`src/sv/dqsd_pkg.sv`:
```
// Package: sizes, operation and status codes, state type and ring helper for the deque.
`default_nettype none
package dqsd_pkg;

  localparam int DEPTH  = 64;
  localparam int IDX_W  = (DEPTH > 1) ? $clog2(DEPTH) : 1;
  localparam int CNT_W  = $clog2(DEPTH + 1);
  localparam int DATA_W = 32;

  // Operation codes
  localparam logic [2:0] OP_PUSH_FRONT = 3'd0;
  localparam logic [2:0] OP_PUSH_BACK  = 3'd1;
  localparam logic [2:0] OP_POP_FRONT  = 3'd2;
  localparam logic [2:0] OP_POP_BACK   = 3'd3;
  localparam logic [2:0] OP_SEARCH     = 3'd4;
  localparam logic [2:0] OP_DUMP       = 3'd5;

  // Result status codes
  localparam logic [2:0] ST_FOUND     = 3'd0;
  localparam logic [2:0] ST_NOT_FOUND = 3'd1;
  localparam logic [2:0] ST_EMPTY     = 3'd2;
  localparam logic [2:0] ST_ELEMENT   = 3'd3;
  localparam logic [2:0] ST_FULL      = 3'd4;

  typedef enum logic [2:0] {
    S_IDLE   = 3'b001,
    S_SEARCH = 3'b010,
    S_DUMP   = 3'b100
  } state_t;

  // Ring slot of an element at a given offset from the front
  function automatic logic [IDX_W-1:0] ring_slot(input logic [IDX_W-1:0] base,
                                                input logic [IDX_W-1:0] off);
    logic [IDX_W:0] sum;
    sum = {1'b0, base} + {1'b0, off};
    if (sum >= (IDX_W+1)'(DEPTH)) begin
      sum = sum - (IDX_W+1)'(DEPTH);
    end
    return sum[IDX_W-1:0];
  endfunction

endpackage
`default_nettype wire

```
`src/sv/dqsd_ram.sv`:
```
// Generic single-port-write, single-port-read RAM with registered read data.
`default_nettype none
module dqsd_ram #(
  parameter int WIDTH = 32,
  parameter int DEPTH = 64
) (
  input  wire logic                                     clk,
  input  wire logic                                     we,
  input  wire logic [((DEPTH > 1) ? $clog2(DEPTH) : 1)-1:0] waddr,
  input  wire logic [WIDTH-1:0]                         wdata,
  input  wire logic [((DEPTH > 1) ? $clog2(DEPTH) : 1)-1:0] raddr,
  output logic      [WIDTH-1:0]                         rdata
);

  logic [WIDTH-1:0] mem [DEPTH];

  // Write port and registered read port
  always_ff @(posedge clk) begin
    if (we) begin
      mem[waddr] <= wdata;
    end
    rdata <= mem[raddr];
  end

endmodule
`default_nettype wire

```
`src/sv/deque_with_search_dump.sv`:
```
// Bounded double-ended queue in a ring RAM, with search and front-to-back dump.
// Push and pop give no result and leave busy low; a push into a full queue gives one result next cycle.
// Search or dump on an empty queue: one result in the cycle after the transfer, busy stays low.
// Search: one RAM read per cycle; busy stays high until the result.
// Dump: count results back to back, from the front to the back.
// Reset (synchronous, rst_n low) empties the queue; RAM contents are not cleared.
`default_nettype none
module deque_with_search_dump (
  input  wire logic                                   clk,
  input  wire logic                                   rst_n,
  input  wire logic                                   start,
  output logic                                        busy,
  input  wire logic        [2:0]                      in_operation,
  input  wire logic signed [dqsd_pkg::DATA_W-1:0]     in_value,
  output logic                                        out_valid,
  output logic             [2:0]                      out_status,
  output logic signed      [dqsd_pkg::DATA_W-1:0]     out_element,
  output logic                                        out_last
);

  dqsd_pkg::state_t                   state_r, state_nxt;
  logic [dqsd_pkg::IDX_W-1:0]         front_r, front_nxt;
  logic [dqsd_pkg::CNT_W-1:0]         count_r, count_nxt;
  logic [dqsd_pkg::CNT_W-1:0]         rd_i_r, rd_i_nxt;
  logic [dqsd_pkg::IDX_W-1:0]         cmp_i_r, cmp_i_nxt;
  logic                               rd_pend_r, rd_pend_nxt;
  logic [dqsd_pkg::DATA_W-1:0]        key_r, key_nxt;
  logic                               out_valid_r, out_valid_nxt;
  logic [2:0]                         out_status_r, out_status_nxt;
  logic [dqsd_pkg::DATA_W-1:0]        out_element_r, out_element_nxt;
  logic                               out_last_r, out_last_nxt;

  logic                               ram_we;
  logic [dqsd_pkg::IDX_W-1:0]         ram_waddr;
  logic [dqsd_pkg::IDX_W-1:0]         ram_raddr;
  logic [dqsd_pkg::DATA_W-1:0]        ram_rdata;

  logic                               accept;
  logic                               is_empty;
  logic                               is_full;
  logic                               issue;
  logic                               at_back;

  assign busy        = (state_r != dqsd_pkg::S_IDLE);
  assign accept      = start && !busy;
  assign is_empty    = (count_r == '0);
  assign is_full     = (count_r == dqsd_pkg::CNT_W'(dqsd_pkg::DEPTH));
  assign issue       = (rd_i_r < count_r);
  assign at_back     = ({1'b0, cmp_i_r} == (count_r - dqsd_pkg::CNT_W'(1)));
  assign ram_raddr   = dqsd_pkg::ring_slot(front_r, rd_i_r[dqsd_pkg::IDX_W-1:0]);

  assign out_valid   = out_valid_r;
  assign out_status  = out_status_r;
  assign out_element = out_element_r;
  assign out_last    = out_last_r;

  dqsd_ram #(
    .WIDTH (dqsd_pkg::DATA_W),
    .DEPTH (dqsd_pkg::DEPTH)
  ) u_ram (
    .clk   (clk),
    .we    (ram_we),
    .waddr (ram_waddr),
    .wdata (in_value),
    .raddr (ram_raddr),
    .rdata (ram_rdata)
  );

  // Decode commands in idle; walk the ring one read per cycle in search and dump
  always_comb begin
    state_nxt       = state_r;
    front_nxt       = front_r;
    count_nxt       = count_r;
    rd_i_nxt        = rd_i_r;
    cmp_i_nxt       = cmp_i_r;
    rd_pend_nxt     = 1'b0;
    key_nxt         = key_r;
    out_valid_nxt   = 1'b0;
    out_status_nxt  = out_status_r;
    out_element_nxt = '0;
    out_last_nxt    = 1'b0;
    ram_we          = 1'b0;
    ram_waddr       = dqsd_pkg::ring_slot(front_r, count_r[dqsd_pkg::IDX_W-1:0]);

    case (state_r)
      dqsd_pkg::S_IDLE: begin
        if (accept) begin
          case (in_operation)
            dqsd_pkg::OP_PUSH_FRONT, dqsd_pkg::OP_PUSH_BACK: begin
              if (is_full) begin
                out_valid_nxt  = 1'b1;
                out_status_nxt = dqsd_pkg::ST_FULL;
                out_last_nxt   = 1'b1;
              end else begin
                ram_we    = 1'b1;
                count_nxt = count_r + dqsd_pkg::CNT_W'(1);
                if (in_operation == dqsd_pkg::OP_PUSH_FRONT) begin
                  front_nxt = dqsd_pkg::ring_slot(front_r,
                                                  dqsd_pkg::IDX_W'(dqsd_pkg::DEPTH - 1));
                  ram_waddr = front_nxt;
                end
              end
            end
            dqsd_pkg::OP_POP_FRONT: begin
              if (!is_empty) begin
                front_nxt = dqsd_pkg::ring_slot(front_r, dqsd_pkg::IDX_W'(1));
                count_nxt = count_r - dqsd_pkg::CNT_W'(1);
              end
            end
            dqsd_pkg::OP_POP_BACK: begin
              if (!is_empty) begin
                count_nxt = count_r - dqsd_pkg::CNT_W'(1);
              end
            end
            dqsd_pkg::OP_SEARCH, dqsd_pkg::OP_DUMP: begin
              if (is_empty) begin
                out_valid_nxt  = 1'b1;
                out_status_nxt = dqsd_pkg::ST_EMPTY;
                out_last_nxt   = 1'b1;
              end else begin
                key_nxt   = in_value;
                rd_i_nxt  = '0;
                state_nxt = (in_operation == dqsd_pkg::OP_SEARCH) ?
                            dqsd_pkg::S_SEARCH : dqsd_pkg::S_DUMP;
              end
            end
            default: begin
            end
          endcase
        end
      end

      dqsd_pkg::S_SEARCH, dqsd_pkg::S_DUMP: begin
        // advance the read pointer while live entries remain
        if (issue) begin
          rd_i_nxt = rd_i_r + dqsd_pkg::CNT_W'(1);
        end
        rd_pend_nxt = issue;
        cmp_i_nxt   = rd_i_r[dqsd_pkg::IDX_W-1:0];

        // consume the entry read in the previous cycle
        if (rd_pend_r) begin
          if (state_r == dqsd_pkg::S_SEARCH) begin
            if (ram_rdata == key_r) begin
              out_valid_nxt  = 1'b1;
              out_status_nxt = dqsd_pkg::ST_FOUND;
              out_last_nxt   = 1'b1;
              state_nxt      = dqsd_pkg::S_IDLE;
              rd_pend_nxt    = 1'b0;
            end else if (at_back) begin
              out_valid_nxt  = 1'b1;
              out_status_nxt = dqsd_pkg::ST_NOT_FOUND;
              out_last_nxt   = 1'b1;
              state_nxt      = dqsd_pkg::S_IDLE;
              rd_pend_nxt    = 1'b0;
            end
          end else begin
            out_valid_nxt   = 1'b1;
            out_status_nxt  = dqsd_pkg::ST_ELEMENT;
            out_element_nxt = ram_rdata;
            out_last_nxt    = at_back;
            if (at_back) begin
              state_nxt   = dqsd_pkg::S_IDLE;
              rd_pend_nxt = 1'b0;
            end
          end
        end
      end

      default: begin
        state_nxt = dqsd_pkg::S_IDLE;
      end
    endcase
  end

  // Control registers
  always_ff @(posedge clk) begin
    if (!rst_n) begin
      state_r     <= dqsd_pkg::S_IDLE;
      front_r     <= '0;
      count_r     <= '0;
      rd_i_r      <= '0;
      rd_pend_r   <= 1'b0;
      out_valid_r <= 1'b0;
    end else begin
      state_r     <= state_nxt;
      front_r     <= front_nxt;
      count_r     <= count_nxt;
      rd_i_r      <= rd_i_nxt;
      rd_pend_r   <= rd_pend_nxt;
      out_valid_r <= out_valid_nxt;
    end
  end

  // Payload registers
  always_ff @(posedge clk) begin
    cmp_i_r       <= cmp_i_nxt;
    key_r         <= key_nxt;
    out_status_r  <= out_status_nxt;
    out_element_r <= out_element_nxt;
    out_last_r    <= out_last_nxt;
  end

`ifndef SYNTHESIS
  a_count_bound: assert property (@(posedge clk) disable iff (!rst_n)
    count_r <= dqsd_pkg::CNT_W'(dqsd_pkg::DEPTH))
    else $error("element count above depth");

  a_walk_ends_in_last: assert property (@(posedge clk) disable iff (!rst_n)
    $fell(busy) && $past(rst_n) |-> out_valid && out_last)
    else $error("walk ended without a final transfer");

  a_only_dump_continues: assert property (@(posedge clk) disable iff (!rst_n)
    out_valid && !out_last |-> out_status == dqsd_pkg::ST_ELEMENT && busy)
    else $error("non-final transfer outside a dump");

  a_write_in_idle: assert property (@(posedge clk) disable iff (!rst_n)
    ram_we |-> state_r == dqsd_pkg::S_IDLE && !rd_pend_r)
    else $error("ring written during a walk");
`endif

endmodule
`default_nettype wire

```
`config.mk`:
```
export PLATFORM = sky130hd
export DESIGN_NAME = deque_with_search_dump
export DESIGN_NICKNAME = d
export VERILOG_FILES = /design/src/sv/dqsd_pkg.sv /design/src/sv/dqsd_ram.sv /design/src/sv/deque_with_search_dump.sv
export SDC_FILE = /design/constraint.sdc
export NUM_CORES = 2
export LEC_CHECK = 0
export ABC_CLOCK_PERIOD_IN_PS = 7300
export BUFFER_PORTS_ARGS = -buffer_cell sky130_fd_sc_hd__buf_4
export CORE_ASPECT_RATIO = 1.75
export CORE_MARGIN = 4
export CORE_UTILIZATION = 63
export DETAILED_ROUTE_END_ITERATION = 16
export PLACE_DENSITY = 0.79
export REMOVE_ABC_BUFFERS = 1
export SYNTH_ARGS = -nofsm -noshare
export SYNTH_HDL_FRONTEND = slang
export SYNTH_SLANG_ARGS = --single-unit
```
`constraint.sdc`:
```
create_clock -name clk -period 7.3 [get_ports clk]
set_input_delay 1.46 -clock clk [delete_from_list [all_inputs] [get_ports clk]]
set_output_delay 1.46 -clock clk [all_outputs]
set_load 0.02 [all_outputs]
```
Word-level counts from Yosys, hierarchy flattened
Memory sizes are Yosys's and may differ from the RTL's. A register that Yosys moved wholly into a read port is not among the register bits.
Index checks and enable logic that the tools add are counted.
{"block": "op_classes", "add_sub_neg": 11, "magnitude_cmp": 5, "n_eq_ne": 25, "muxes": 61, "n_bitwise": 3, "n_reduce_logical": 19}
{"cell": "$mux 6", "n": 12}
{"cell": "$mux 3", "n": 15}
{"cell": "$mux 7", "n": 6}
{"cell": "$eq 32x32->1", "n": 1}
{"cell": "$ge 7x7->1 const B", "n": 4}
{"cell": "$pmux 7 s2", "n": 2}
{"cell": "$sub 6x1->6 const B", "n": 4}
{"cell": "$mux 1", "n": 19}
{"cell": "$pmux 3 s2", "n": 3}
{"cell": "$ne 2x2->1 const B", "n": 8}
{"cell": "$add 6x6->7", "n": 2}
{"cell": "$add 7x1->7 const B", "n": 2}
{"cell": "$pmux 6 s2", "n": 1}
{"cell": "$reduce_and 5->1", "n": 2}
{"cell": "$eq 3x2->1 const B", "n": 3}
{"cell": "$eq 3x3->1 const B", "n": 3}
{"cell": "$reduce_and 4->1", "n": 2}
{"cell": "$reduce_or 2->1", "n": 4}
{"cell": "$add 6x1->7 const B", "n": 1}
{"cell": "$add 6x6->7 const B", "n": 1}
{"cell": "$eq 6x7->1", "n": 1}
{"cell": "$eq 7x7->1 const B", "n": 1}
{"cell": "$logic_not 7->1", "n": 1}
{"cell": "$lt 7x7->1", "n": 1}
{"cell": "16 further kinds", "n": 25}
{"block": "word_totals", "ff_bits": 99, "ram_bits": 2048, "in_bits": 38, "output_inout_bits": 38, "wordCells": 136, "mem_count": 1}
{"name": "u_ram.mem", "words": 64, "width": 32, "rd": 1, "rd_clocked_by_memory_dff": 1, "wr": 1, "line": "dqsd_ram.sv:15", "rtl": "logic [WIDTH-1:0] mem [DEPTH];"}

Depth between registers and ports, before layout
{"block": "depth", "depth_word": 8, "depth_mapped": 10, "depth_no_buf": 8}

By module
Synthesis repeated with hierarchy kept, for this count alone.
{"block": "hier_totals", "hier_cells": 3961, "hier_area_um2": 83916.7}
{"module": "dqsd_ram", "n_inst": 1, "cells_per_inst": 3511, "area_per_inst_um2": 79039.6, "seq_area_each_um2": 62139.6}
{"module": "deque_with_search_dump", "n_inst": 1, "cells_per_inst": 450, "area_per_inst_um2": 4877.2, "seq_area_each_um2": 2392.3}

Worst setup path after synthesis
Ideal clock, no wire load.
{"block": "synth_timing", "path_type": "input port to flip-flop", "from": "input port in_operation[1]", "to": "memory u_ram.mem[16][0] (enable)", "setup_ns": 0.461, "arrival_ns": 5.051, "t_required_ns": 6.839, "setup_slack_ns": 1.788, "cell_stages": 8, "path_buffers": 3, "cell_sequence": "clkbuf_1 -> nor2_1 -> nand3_4 -> mux2_4 -> or2_1 -> buf_6 -> buf_6 -> nor3_1"}
{"block": "synth_via", "elab_chain_cells": 7, "word_cells_on_any_way": 13, "classes_between": "eq/ne (1); mux (10); reduce/logical (2)"}
{"item": "start: declaration", "line": "deque_with_search_dump.sv:13", "rtl": "input wire logic [2:0] in_operation,"}
{"item": "$eq 3x1->1 / $logic_not 3->1 (equally long branches)", "line": "deque_with_search_dump.sv:88, deque_with_search_dump.sv:97"}
{"item": "$reduce_or 2->1", "line": "deque_with_search_dump.sv:88", "rtl": "case (in_operation)"}
{"item": "$mux 1", "line": "deque_with_search_dump.sv:88"}
{"item": "$mux 1", "line": "deque_with_search_dump.sv:87", "rtl": "if (accept) begin"}
{"item": "$mux 1", "line": "deque_with_search_dump.sv:85", "rtl": "case (state_r)"}
{"item": "$mux 1", "line": "dqsd_ram.sv:19", "rtl": "if (we) begin"}
{"item": "$mux 1 (not written as such)", "line": "dqsd_ram.sv:20", "rtl": "mem[waddr] <= wdata;"}
{"item": "end: declaration", "line": "dqsd_ram.sv:15"}
Several ways; a longest one is shown, not always the timed one.

Worst setup path after layout
{"block": "layout_timing", "from": "register front_r[0] in the netlist's numbering", "to": "register u_ram.rdata[25], read port of u_ram.mem"}
{"block": "layout_via", "elab_chain_cells": 3, "word_cells_on_any_way": 4, "classes_between": "add/sub (2); order compare (1); mux (1)"}
{"item": "start: declaration", "line": "deque_with_search_dump.sv:22", "rtl": "logic [dqsd_pkg::IDX_W-1:0] front_r, front_nxt;"}
{"item": "start signal: assignment", "line": "deque_with_search_dump.sv:187", "rtl": "front_r <= front_nxt;"}
{"item": "$add 6x6->7 *", "line": "dqsd_pkg.sv:35", "rtl": "sum = {1'b0, base} + {1'b0, off};"}
{"item": "$sub 6x1->6 / $ge 7x7->1 (equally long branches)", "line": "dqsd_pkg.sv:37, dqsd_pkg.sv:36"}
{"item": "$mux 6 *", "line": "dqsd_pkg.sv:36", "rtl": "if (sum >= (IDX_W+1)'(DEPTH)) begin"}
{"item": "end: declaration", "line": "dqsd_ram.sv:12", "rtl": "output logic [WIDTH-1:0] rdata"}
Every way passes the cells marked *; elsewhere a longest branch is shown, timed or not.
A chain may end at the register's enable or synchronous reset.

==> metrics.md <==
| Metric | Value |
|---|---|
| Synth Register Bits | `2179` |
| Ys Warns | `0` |
| Most area-consuming cells after synthesis | `edfxtp_1 74%, mux4_2 14%, dfxtp_1 2.1%` |
| Post-cts gate resize count | `0` |
| Width of the die | `284.4 um` |
| Final Skew | `0.02339 ns` |
| Maximum clock rate | `0.2296 GHz` |
| WP data arrival | `5.08 ns` |
| GR Overflow Total | `0` |
| CP endpoint kind | `flip-flop` |
| Post-Syn Area per Cell | `about 20 um2` |
| PwrDens | `slightly below 300 nW/um2` |
| Fraction of layout cells with a size suffix above 1 | `0.2443` |
| Clock sinks | `approximately 2.2k` |
| # hold bufs at CTS | `0` |
| Max-slew headroom | `0.2008` |
| Worst Path Class, Setup | `flip-flop to flip-flop` |
| Peak VDD IR | `257.2 uV` |
| Synth top area share | `0.7448` |
| Sequential area share after synthesis | `0.7661` |
| Final instance area | `approximately 93000 um2` |
| Outcome | `completed` |
| Sequential cell area | `around 65000 um2` |
| Setup WS post-layout | `2.945 ns` |
| Initial Utilization | `0.6339` |
| Multi-input gate area in the final layout | `19070 um2` |
| Number of global-route vias before repair | `43.99k` |
| Largest net degree at the start of global routing | `130` |
| Top sig layer | `met5` |
| Post-Synthesis Cells | `4091` |
| Vias per cell | `roughly 7` |
| Worst Hold Class | `flip-flop to flip-flop` |
| PortBufs | `75` |
| Clk network pwr share | `0.354` |
| Post-CTS Repair Setup Buffers | `0` |
| Clk slew on worst S/H paths | `0.07 ns` |
| Part of the power in combinational logic | `0.130` |
| Via count | `around 43k` |
| Total Nets Final | `around 4.3k` |
| CP startpoint kind | `flip-flop` |
| Post-synth top area cell | `edfxtp_1` |
| Worst reg-to-reg path cell count | `8` |
| Most common cell after layout, fill and taps aside | `edfxtp_1` |
| GPL Wtd Cong | `between 0.8 and 0.9` |
| DRC errors left | `0` |
| Final period utilization | `0.5966` |
| Hold path depth | `2` |
| Slew Viols, Final | `0` |
| Sw Share | `0.2430` |
| Pre-antenna DRT Iters | `7` |
| CP Data Required Time | `about 8 ns` |
| Post-route ant nets | `0` |
| Worst r2r src | `front_r[0]` |
| Htree depth | `4` |
| Setup Viol. Count Final | `0` |
| Async S/R FF share, synth | `0` |
| Synth cell types | `67` |
| Flop pwr share | `0.516` |
| Hpwl dp | `110300 um` |
| Most frequent cells in the layout | `2089 x edfxtp_1, 512 x mux4_2, 417 x nand2_1` |
| Antenna violations before repair | `8` |
| Critical path launch point | `front_r[0]` |
| Worst Tran Pin Value | `1.199 ns` |
| Dpl ws | `2.816 ns` |
| Overall power | `27.38 mW` |
| Total GRT Usage | `0.3017` |
| R2r setup slk | `2.94 ns` |
| CTS tree | `yes` |
| Ys flop type | `edfxtp_1` |
| Chip height | `between 400 and 500 um` |
| Pint | `20.73 mW` |
| Filler instances | `7441` |
| CORE AREA | `132900 um2` |
| Final WL | `209000 um` |
| Initial DRC Count | `between 5k and 6k` |
| Non-filler cells in the finished layout | `between 6k and 7k` |
| Clock Path Buffers | `3` |
| Routed length on met1 | `roughly 67000 um` |
| Clk root buf | `clkbuf_16` |
| EDFF count, synth | `approximately 2.1k` |
| R2R Path End | `u_ram.rdata[25]` |
| Met2 wire len | `109800 um` |
| Met3 wire length | `19560 um` |
| Num rows | `177` |
| I/O Pins | `76` |
| Worst skew pair latency | `0.80 ns` |
| Routed length per instance | `approximately 34 um` |
| HP Start | `rd_i_r[6]` |
| Minimum clock period | `4.355 ns` |
| Max-capacitance violation count | `0` |
| Worst-path maximum fanout | `106` |
| Final Hold Fails | `0` |
| Switch Pwr | `6.655 mW` |
| Dpl cell area | `87220 um2` |
| Hold endpoint | `rd_i_r[6]` |
| Placed cells | `5731` |
| Cts bufs inserted | `between 150 and 200` |
| First-pass GRT wire length | `303200 um` |
| P&R area growth vs syn | `10.54%` |
| Synthesized cell area | `84230 um2` |
| Leakage | `29.11 nW` |
| RSZ-0062 raised after global routing | `false` |
| Die area | `139800 um2` |
[kinds of logic after synthesis]
| group | after synthesis | synth area share |
|---|---|---|
| xor+xnor | 65 | 0.006759 |
| compound gates | 202 | 0.01800 |
| flops | 2179 | 0.7661 |
| fa+ha+maj | 24 | 0.003743 |
| simple gates | 757 | 0.04271 |
| mux | 618 | 0.1501 |
| buf+inv | 246 | 0.01257 |
[Yosys cell counts, types with 10 or more instances]
cell type  number
a21oi_1        20
a221o_1        32
a31oi_1        67
and2_1         40
and3_1        136
buf_1          23
buf_2          74
clkbuf_1      125
dfxtp_1        90
edfxtp_1     2089
ha_1           22
inv_1          15
mux2_2         35
mux2i_1        70
mux4_2        512
nand2_1       417
nand3_1        10
nor2_1         30
nor3_1         70
nor4_1         10
o21ai_0        10
o32ai_1        32
xnor2_1        21
xor2_1         44
[worst max path at each step]
stage | to | slack [ns] | cells after the start
6_report | u_ram.rdata[25] | 2.94 | 8
5_1_grt | u_ram.rdata[6] | 2.91 | 8
4_1_cts | u_ram.rdata[8] | 3.01 | 8
3_5_place_dp | u_ram.mem[26][25] | 2.82 | 8
3_3_place_gp | u_ram.mem[6][13] | 2.92 | 8
2_1_floorplan | u_ram.rdata[30] | -14.30 | 6
[metal layers]
layer	up-vias	global-route usage
li1	16959	-
met1	22082	0.3694
met2	2978	0.5220
met3	634	0.05503
met4	2	0.1505
met5	-	0
[per-stage QoR]
step                      TNS (ns)    util  hold slack (ns)
after floorplan            -457.13       -           0.4501
after global placement           0  0.6564           0.5155
after detailed placement         0  0.6564           0.5340
after CTS                        0  0.7006           0.5477
after global routing             0  0.7007           0.5610
final                            0  0.7007           0.5498
[sequential cells by signal, indices dropped and copies added (netlist names)]
| signal | count |
|---|---|
| rd_pend_r | 1 |
| out_valid | 1 |
| cmp_i_r | 6 |
| u_ram.rdata | 32 |
| u_ram.mem | 2048 |
| front_r | 6 |
| state_r | 3 |
| key_r | 32 |
| out_element | 32 |
| count_r | 7 |
| out_last | 1 |
| out_status | 3 |
| rd_i_r | 7 |
[power by group through the flow]
stage | Sequential (mW) | Combinational [mW] | Clock [mW]
after global placement | 14.4 | 3.45 | 0
after detailed placement | 14.4 | 3.52 | 0
final | 14.1 | 3.56 | 9.69
after CTS | 14.1 | 3.58 | 9.76
after global routing | 14.1 | 3.79 | 10.3
after floorplan | 14.2 | 3.83 | 0
[critical path, stage by stage, from the launching register on]
cell,delay (ns)
dfxtp_1,0.42
ha_4,0.22
fa_4,1.42
buf_12,0.59
mux4_2,0.36
nand2_1,0.09
and3_1,0.23
o32ai_1,0.62
a221o_1,0.23
[final cells by class]
| type | instances | share of cell area |
|---|---|---|
| clock buffers | 223 | 0.05086 |
| repair buffers | 169 | 0.01537 |
| well taps | 1700 | 0.02284 |
| inverters | 17 | 0.0006853 |
| flip-flops and latches | 2179 | 0.6931 |
| clock inverters | 106 | 0.01224 |
| multi-input cells | 1666 | 0.2048 |
| diodes | 4 | 0.0001075 |
No activity file was read; power rests on OpenSTA's default activity.
